`config.mk`:
```
export PLATFORM = sky130hd
export DESIGN_NAME = fes_mix
export DESIGN_NICKNAME = d
export VERILOG_FILES = /design/src/rtl/fes_pkg.sv /design/src/rtl/fes_mix.sv
export SDC_FILE = /design/constraint.sdc
export NUM_CORES = 1
export LEC_CHECK = 0
export BUFFER_PORTS_ARGS = -buffer_cell sky130_fd_sc_hd__buf_2
export CAP_MARGIN = 10
export CORE_UTILIZATION = 50
export DETAILED_ROUTE_END_ITERATION = 16
export PLACE_DENSITY = 0.68
export SLEW_MARGIN = 0
export SYNTH_ARGS = -nofsm -noshare
export SYNTH_HDL_FRONTEND = slang
export SYNTH_SLANG_ARGS = --single-unit
```
`constraint.sdc`:
```
create_clock -name vclk -period 13.7
set_input_delay 0 -clock vclk [all_inputs]
set_output_delay 0 -clock vclk [all_outputs]
set_load 0.02 [all_outputs]
```
`src/rtl/fes_pkg.sv`:
```
package fes_pkg;

  localparam int unsigned MAX_DELAY_DEF = 32768;
  localparam int unsigned GAIN_FRAC_DEF = 14;

  localparam int unsigned SAMPLE_W  = 16;
  localparam int unsigned DELAY_W   = 15;
  localparam int unsigned GAIN_W    = 16;
  localparam int unsigned CLIP_W    = 15;
  localparam int unsigned FILL_W    = 16;
  localparam int unsigned CFG_IDX_W = 2;
  localparam int unsigned CFG_DAT_W = 16;

  localparam logic [DELAY_W-1:0] DELAY_RST = DELAY_W'(1);
  localparam logic [GAIN_W-1:0]  GAIN_RST  = GAIN_W'(8192);
  localparam logic [CLIP_W-1:0]  CLIP_RST  = CLIP_W'(32767);

  typedef enum logic [CFG_IDX_W-1:0] {
    CFG_DELAY = 2'd0,
    CFG_GAIN  = 2'd1,
    CFG_CLIP  = 2'd2
  } cfg_idx_t;

  typedef struct packed {
    logic signed [SAMPLE_W-1:0] in_sample;
    logic                       last_in;
  } in_t;

  typedef struct packed {
    logic signed [SAMPLE_W-1:0] out_sample;
    logic                       clipped;
    logic                       last_out;
  } out_t;

endpackage

```
`src/rtl/fes_mix.sv`:
```
module fes_mix #(
  parameter int unsigned FRAC = 14
) (
  input  logic signed [fes_pkg::SAMPLE_W-1:0] x,
  input  logic signed [fes_pkg::SAMPLE_W-1:0] past,
  input  logic        [fes_pkg::GAIN_W-1:0]   gain,
  input  logic        [fes_pkg::CLIP_W-1:0]   lim,
  input  logic                                pass,
  output logic signed [fes_pkg::SAMPLE_W-1:0] y,
  output logic                                clipped
);
  import fes_pkg::*;

  localparam int unsigned TW = (((SAMPLE_W + FRAC) > 33) ? (SAMPLE_W + FRAC) : 33) + 1;
  localparam logic signed [TW-1:0] ROUND = TW'((1 << FRAC) - 1);

  logic signed [TW-1:0] prod;
  logic signed [TW-1:0] total;
  logic signed [TW-1:0] biased;
  logic signed [TW-1:0] quot;
  logic signed [TW-1:0] lim_s;

  always_comb begin
    prod   = TW'($signed({1'b0, gain})) * TW'(past);
    total  = (TW'(x) <<< FRAC) + prod;
    // bias negatives so the shift truncates toward zero
    biased = total + (total[TW-1] ? ROUND : '0);
    quot   = biased >>> FRAC;
    lim_s  = TW'(lim);
    if (pass) begin
      y       = x;
      clipped = 1'b0;
    end else if (quot > lim_s) begin
      y       = SAMPLE_W'(lim_s);
      clipped = 1'b1;
    end else if (quot < -lim_s) begin
      y       = SAMPLE_W'(-lim_s);
      clipped = 1'b1;
    end else begin
      y       = quot[SAMPLE_W-1:0];
      clipped = 1'b0;
    end
  end

endmodule

```
**Word-level counts from Yosys, hierarchy flattened**

Cells that the tools add are included.

- Register bits after elaboration: 0
- Latch bits: 0
- RAM bits: 0
- ROM bits: 0
- Input port bits: 64
- Logic and storage cells: 13
- Memories: 0

- Add/subtract/negate cells: 3
- Multiply operators: 1
- Div/mod/pow operators: 0
- Order comparisons: 2
- Equality and inequality tests: 0
- Shift-type cells: 0
- Mux-type cells: 7
- Bitwise gates (word level): 0
- Reductions and logical operators: 0

Operators with widths:

| cell | number |
|---|---|
| $mux 16 | 3 |
| $add 30x33->34 | 1 |
| $add 34x14->34 | 1 |
| $lt 20x34->1 | 1 |
| $neg 15->34 | 1 |
| $mul 17x16->33 | 1 |
| $gt 20x16->1 | 1 |
| $mux 14 | 1 |
| $mux 1 | 3 |

**Depth between registers and ports, before layout**

Gate-level depths: netlist of the first run.

- Depth in word-level cells: 8
- Gate-level depth with buffers: 49
- Depth with buffers taken out: 45

**Least setup slack after synthesis of the first run**

OpenSTA, ideal clock, no wires.

- Kind: input -> output
- Start: input port past[9] in the netlist's numbering
- End: output port y[8] in the netlist's numbering
- Data arrival time: 10225 ps
- Required time: 13700 ps
- Slack: 3475 ps
- Cell stages on the path: 45
- Buffers on the path: 3
- Cell sequence: clkbuf_1 -> nand2_1 -> fa_1 -> inv_1 -> fa_1 -> inv_1 -> fa_1 -> inv_1 -> fa_1 -> inv_1 -> fa_1 -> fa_1 -> inv_1 -> ha_1 -> buf_4 -> and4_1 -> nand3_1 -> a211oi_2 -> [9 not listed] -> a21bo_2 -> and2_4 -> inv_1 -> ha_1 -> a21o_1 -> a21oi_1 -> nor2b_1 -> a2111oi_0 -> a22o_1 -> a41oi_1 -> a21oi_1 -> a21boi_0 -> o41ai_1 -> a31oi_4 -> buf_4 -> nor2_1 -> a211oi_2 -> o31ai_2

- Cells in the longest elaborated chain, start to end: 8
- Elaborated cells on any way between the ends: 9
- Those cells by class: add/sub: 2; mul: 1; order compare: 2; mux: 4

RTL lines:

| item | line | RTL |
|---|---|---|
| from (decl) | fes_mix.sv:5 | `input logic signed [fes_pkg::SAMPLE_W-1:0] past,` |
| $mul 17x16->33 * | fes_mix.sv:24 | `prod = TW'($signed({1'b0, gain})) * TW'(past);` |
| $add 30x33->34 * | fes_mix.sv:25 | `total = (TW'(x) <<< FRAC) + prod;` |
| $mux 14 | fes_mix.sv:27 | `biased = total + (total[TW-1] ? ROUND : '0);` |
| $add 34x14->34 * | fes_mix.sv:27 |  |
| $lt 20x34->1 | fes_mix.sv:36 | `end else if (quot < -lim_s) begin` |
| $mux 16 | fes_mix.sv:36 |  |
| $mux 16 * | fes_mix.sv:33 | `end else if (quot > lim_s) begin` |
| $mux 16 * | fes_mix.sv:30 | `if (pass) begin` |
| to (decl) | fes_mix.sv:9 | `output logic signed [fes_pkg::SAMPLE_W-1:0] y,` |

Every way passes the cells marked *; elsewhere a longest branch is shown, timed or not.

**Worst setup path in the final report of the first run**

- Start: input port past[9] in the netlist's numbering
- End: output port y[2] in the netlist's numbering

The elaborated chain is that of the path after synthesis.

==> results of run 1 <==
## cell usage after synthesis (8+ instances only)
cell      number
a21o_1        18
nand2_1      177
mux2i_1       10
nand4_1       16
inv_1        334
xnor2_1       31
a21oi_1       56
fa_1         213
nor4_1         8
a211oi_1      10
nand2b_1      19
o211ai_1       8
o21a_1         9
ha_1         162
nor3_1        26
nor2_1        53
o21ai_0       22
o21ai_1       10
xor2_1        20
and2_1       127
clkbuf_1      43
nand3_1       18
nor2b_1        9
## kinds of logic after synthesis
kind of cell	count (synthesis)	synth area share
adder cells (fa/ha/maj)	375	0.500
AND/OR/NAND/NOR	494	0.204
XOR/XNOR	51	0.0355
buffers and inverters	394	0.122
multiplexers	11	0.00885
AO/OA/AOI/OAI	213	0.130
## worst max-delay path: cells and delay by family
| kind | cells | cell delay (ns) |
|---|---|---|
| compound gates | 19 | 5.35 |
| fa+ha+maj | 9 | 4.20 |
| simple gates | 9 | 1.12 |
| buf+inv | 8 | 0.99 |
| mux | 1 | 0.28 |
## through the flow
step / hold slack, ns / area (sq um) / instances / utilization
after global placement: 0.341 / 13100 / 1884 / 0.535
final: 0.337 / 13100 / 1884 / 0.535
after CTS: 0.337 / 13100 / 1884 / 0.535
after detailed placement: 0.337 / 13100 / 1884 / 0.535
after floorplan: 0.135 / 12600 / 1538 / -
after global routing: 0.350 / 13100 / 1884 / 0.535
## cell type report
| type | count | share of cell area |
|---|---|---|
| Inverter | 334 | 0.0955 |
| Multi-Input combinational cell | 1144 | 0.842 |
| Tap cell | 324 | 0.0309 |
| Timing Repair Buffer | 82 | 0.0315 |
## per-layer routing
metal,vias up,global-route usage
met5,-,0
met4,0,0.0641
met3,51,0.00930
met2,240,0.442
li1,4939,-
met1,5141,0.328
## worst paths after layout
path              slack [ns]    to  cells past startpoint
setup / recovery        1.71  y[2]                     46
hold / removal          0.34  y[2]                      4
==> impl_results.md, run 1 <==
- Post-DP HPWL: around 27000 um
- Max-cap violations: 0
- First DRT Iteration DRCs: just under 600
- Critical path's slowest cell: a221oi_4
- Critical path's largest stage delay: around 0.6 ns
- Max Slew Vio Count: 0
- Metal1 wirelength: between 10000 and 15000 um
- Most common cell after layout, fill and taps aside: inv_1
- Layout cell share with drive strength beyond 1: 0.0840
- Worst slew margin: 0.290
- Setup WS pre-CTS: ~1.8 ns
- Resized cells post-CTS: 0
- Worst Min Path Start: x[2]
- Top post-synthesis cells by area: fa_1 (34%), ha_1 (16%), inv_1 (10%)
- Fin Setup TNS: 0 ns
- Seq. cell area: 0 sq um
- Final min period: 11.99 ns
- Syn. warnings: 0
- Distinct cell type count after synthesis: between 80 and 90
- # diodes: 0
- DRT Pass-1 Iters: 5
- Setup crit end kind: primary output
- Fmax: 83.4 MHz
- Number of I/O pins: 81
- # hold bufs at CTS: 0
- Setup ws final: ~1.7 ns
- Largest net degree at the start of global routing: 33
- Area added between synthesis and finish: 4.28%
- Area used by multi-input combinational logic: roughly 0.011 sq mm
- Vias per cell: roughly 5.5
- First-pass GRT wire length: 52200 um
- Met3 routed WL: roughly 1100 um
- Vias in the first global route: roughly 11000
- Gr ovfl total: 0
- Via count: about 10000
- Drc violations: 0
- Tcrit/Tclk final: 0.875
- Chip width: roughly 160 um
- Initial Util: 0.513
- Fin. Hold Viols: 0
- Die height: approximately 160 um
- Worst Setup Start Kind: primary input
- Critical path class: primary input to primary output
- Seq_cells: 0
- Core Rows: between 50 and 60
- Worst slew pin tran: about 1.1 ns
- Post-CTS Setup Bufs: 0
- Global Route Usage Sum: 0.247
- DR WL met2: roughly 16000 um
- RSZ-0062 raised after global routing: false
- Hold Path Class: primary input to primary output
- Drt wl/cell: about 16 um
- Final setup violation count: 0
- Initial antenna violation count: 0
- Area leader, netlist: fa_1
- Mapped Nets: between 1500 and 2000
- Most frequent cells in the layout: inv_1 (334), fa_1 (213), nand2_1 (177), ha_1 (162), and2_1 (127)
- Syn Std Cell Area: 0.0126 sq mm
- Filler instances: 2362
- Top Layer Used: met4
- Final Routed Wirelength: roughly 31000 um
- Final Wtd Congestion: 0.896
- Core Region: 0.0245 sq mm
- CP required: approximately 14 ns
- Worst Setup SP: past[9]
- Fin nets: roughly 2000
- CLK BUF: 0
- Synthesized instance count: about 1500
- Port bufs: 81
- Area share of the largest cell type after synthesis: 0.339
- Routed Antenna Nets: 0
- Die area: between 0.02 and 0.03 sq mm
- Mapped Avg Cell Area: about 8 sq um
- Sequential-to-total area share from yosys stat: 0
- Critical Path AT: between 10 and 15 ns
- Status: complete, no violations
- Crit-path max FO: 32
Power of run 1 is not shown: default switching activity piles up to over one toggle a cycle in this logic, so the estimate is an artifact.
==> run 2: changes to the inputs <==
- PLACE_DENSITY: 0.68 -> 0.78
- clock period: 13.7 -> 14.1 ns (I/O delays scaled with it)
==> impl_results.md, run 2 (synthesized netlist as in run 1, its figures left out) <==
- Status: complete, no violations
- DR WL met2: 14700 um (-6.0%)
- Drc violations: 0 (unchanged)
- Post-DP HPWL: 26600 um (+0.46%)
- Initial antenna violation count: 0 (unchanged)
- Critical path class: primary input to primary output
- Fin Setup TNS: 0 ns (unchanged)
- Min-Delay Path Depth: 4 (unchanged)
- Max Slew Vio Count: 0 (unchanged)
- CP required: 14.10 ns (+0.40 ns)
- Setup crit end kind: primary output
- RSZ-0062 raised after global routing: false
- Final Routed Wirelength: 31800 um (+2.6%)
- Worst slew margin: 0.327 (+0.0372)
- Top Layer Used: met4
- DRT Pass-1 Iters: 5 (unchanged)
- Met3 routed WL: 2470 um (+130%)
- Final setup violation count: 0 (unchanged)
- Vias per cell: 5.60 (+1.7%)
- Layout cell share with drive strength beyond 1: 0.0834 (-0.000588)
- Core Region: 0.0245 sq mm (unchanged)
- Critical path's largest stage delay: 0.61 ns (about the same)
- Most frequent cells in the layout: inv_1 (334), fa_1 (213), nand2_1 (177), ha_1 (162), and2_1 (127)
- Final min period: roughly 12 ns
- Die height: 161 um (unchanged)
- Global Route Usage Sum: 0.257 (+0.00944)
- Final Wtd Congestion: 0.911 (+1.7%)
- Fin. Hold Viols: 0 (unchanged)
- First-pass GRT wire length: 53600 um (+2.7%)
- Tcrit/Tclk final: 0.844
- Number of I/O pins: 81 (unchanged)
- Vias in the first global route: 10675 (+0.87%)
- # hold bufs at CTS: 0 (unchanged)
- Fin Hold WS: 0.345 ns (+0.00851 ns)
- Initial Util: 0.513 (unchanged)
- Routed Antenna Nets: 0 (unchanged)
- Area added between synthesis and finish: 4.22% (about the same)
- Fmax: between 80 and 90 MHz
- First DRT Iteration DRCs: 758 (+31%)
- Drt wl/cell: 16.9 um (+2.6%)
- Post-CTS Setup Bufs: 0 (unchanged)
- Chip width: 161 um (unchanged)
- Worst slew pin tran: 1.01 ns (-0.0558 ns)
- Resized cells post-CTS: 0 (unchanged)
- Crit-path max FO: 32 (unchanged)
- Metal1 wirelength: 14000 um (+4.8%)
- Max-cap violations: 0 (unchanged)
- Critical Path AT: 11.90 ns (-0.09 ns)
- Hold Path Class: primary input to primary output
- Largest net degree at the start of global routing: 33 (unchanged)
- Die area: 0.0258 sq mm (unchanged)
- Most common cell after layout, fill and taps aside: inv_1
- # diodes: 0 (unchanged)
- Critical path's slowest cell: o41ai_1
- Seq_cells: 0 (unchanged)
- Port bufs: 81 (unchanged)
- Gr ovfl total: 0 (unchanged)
- Hold endpoint: y[2]
- Seq. cell area: 0 sq um (unchanged)
- Via count: 10542 (+1.6%)
- Worst Setup Start Kind: primary input
- CLK BUF: 0 (unchanged)
- Worst Min Path Start: x[2]
- Core Rows: 57 (unchanged)
- Fin nets: 2000 (-0.050%)
[run 2: final cells by class]
| cell class | instances | area (sq um) |
|---|---|---|
| fillers | 2273 | 11400 |
| multi-input cells | 1144 | 11000 |
| inverters | 334 | 1250 |
| repair buffers | 81 | 405 |
| well taps | 324 | 405 |
[run 2: routing by layer]
metal | GRT usage | vias up
met3 | 0.0300 | 49
met4 | 0.0459 | 0
li1 | - | 4954
met1 | 0.364 | 5122
met2 | 0.425 | 417
met5 | 0 | -
[run 2: critical path: cells and delay by family]
family	cells	cell delay, ns
compound gates	17	4.74
fa+ha+maj	9	4.21
buf+inv	8	0.94
mux	1	0.28
simple gates	9	1.72
[run 2: how the worst max path moves through the flow]
stage,slack [ns],from,endpoint
final,2.20,gain[5],y[2]
after floorplan,3.87,past[9],y[8]
after global routing,1.35,gain[5],y[2]
after detailed placement,2.36,gain[5],y[2]
after global placement,2.55,gain[5],y[2]
after CTS,2.27,gain[5],y[2]
[run 2: through the flow]
step	setup slack, ns	area (sq um)	instances	utilization
6_report	2.20	13100	1883	0.535
5_1_grt	1.35	13100	1883	0.535
4_1_cts	2.27	13100	1883	0.535
3_5_place_dp	2.36	13100	1883	0.535
3_3_place_gp	2.55	13100	1883	0.535
2_1_floorplan	3.87	12600	1538	-
Power of run 2 is left out for the same reason.
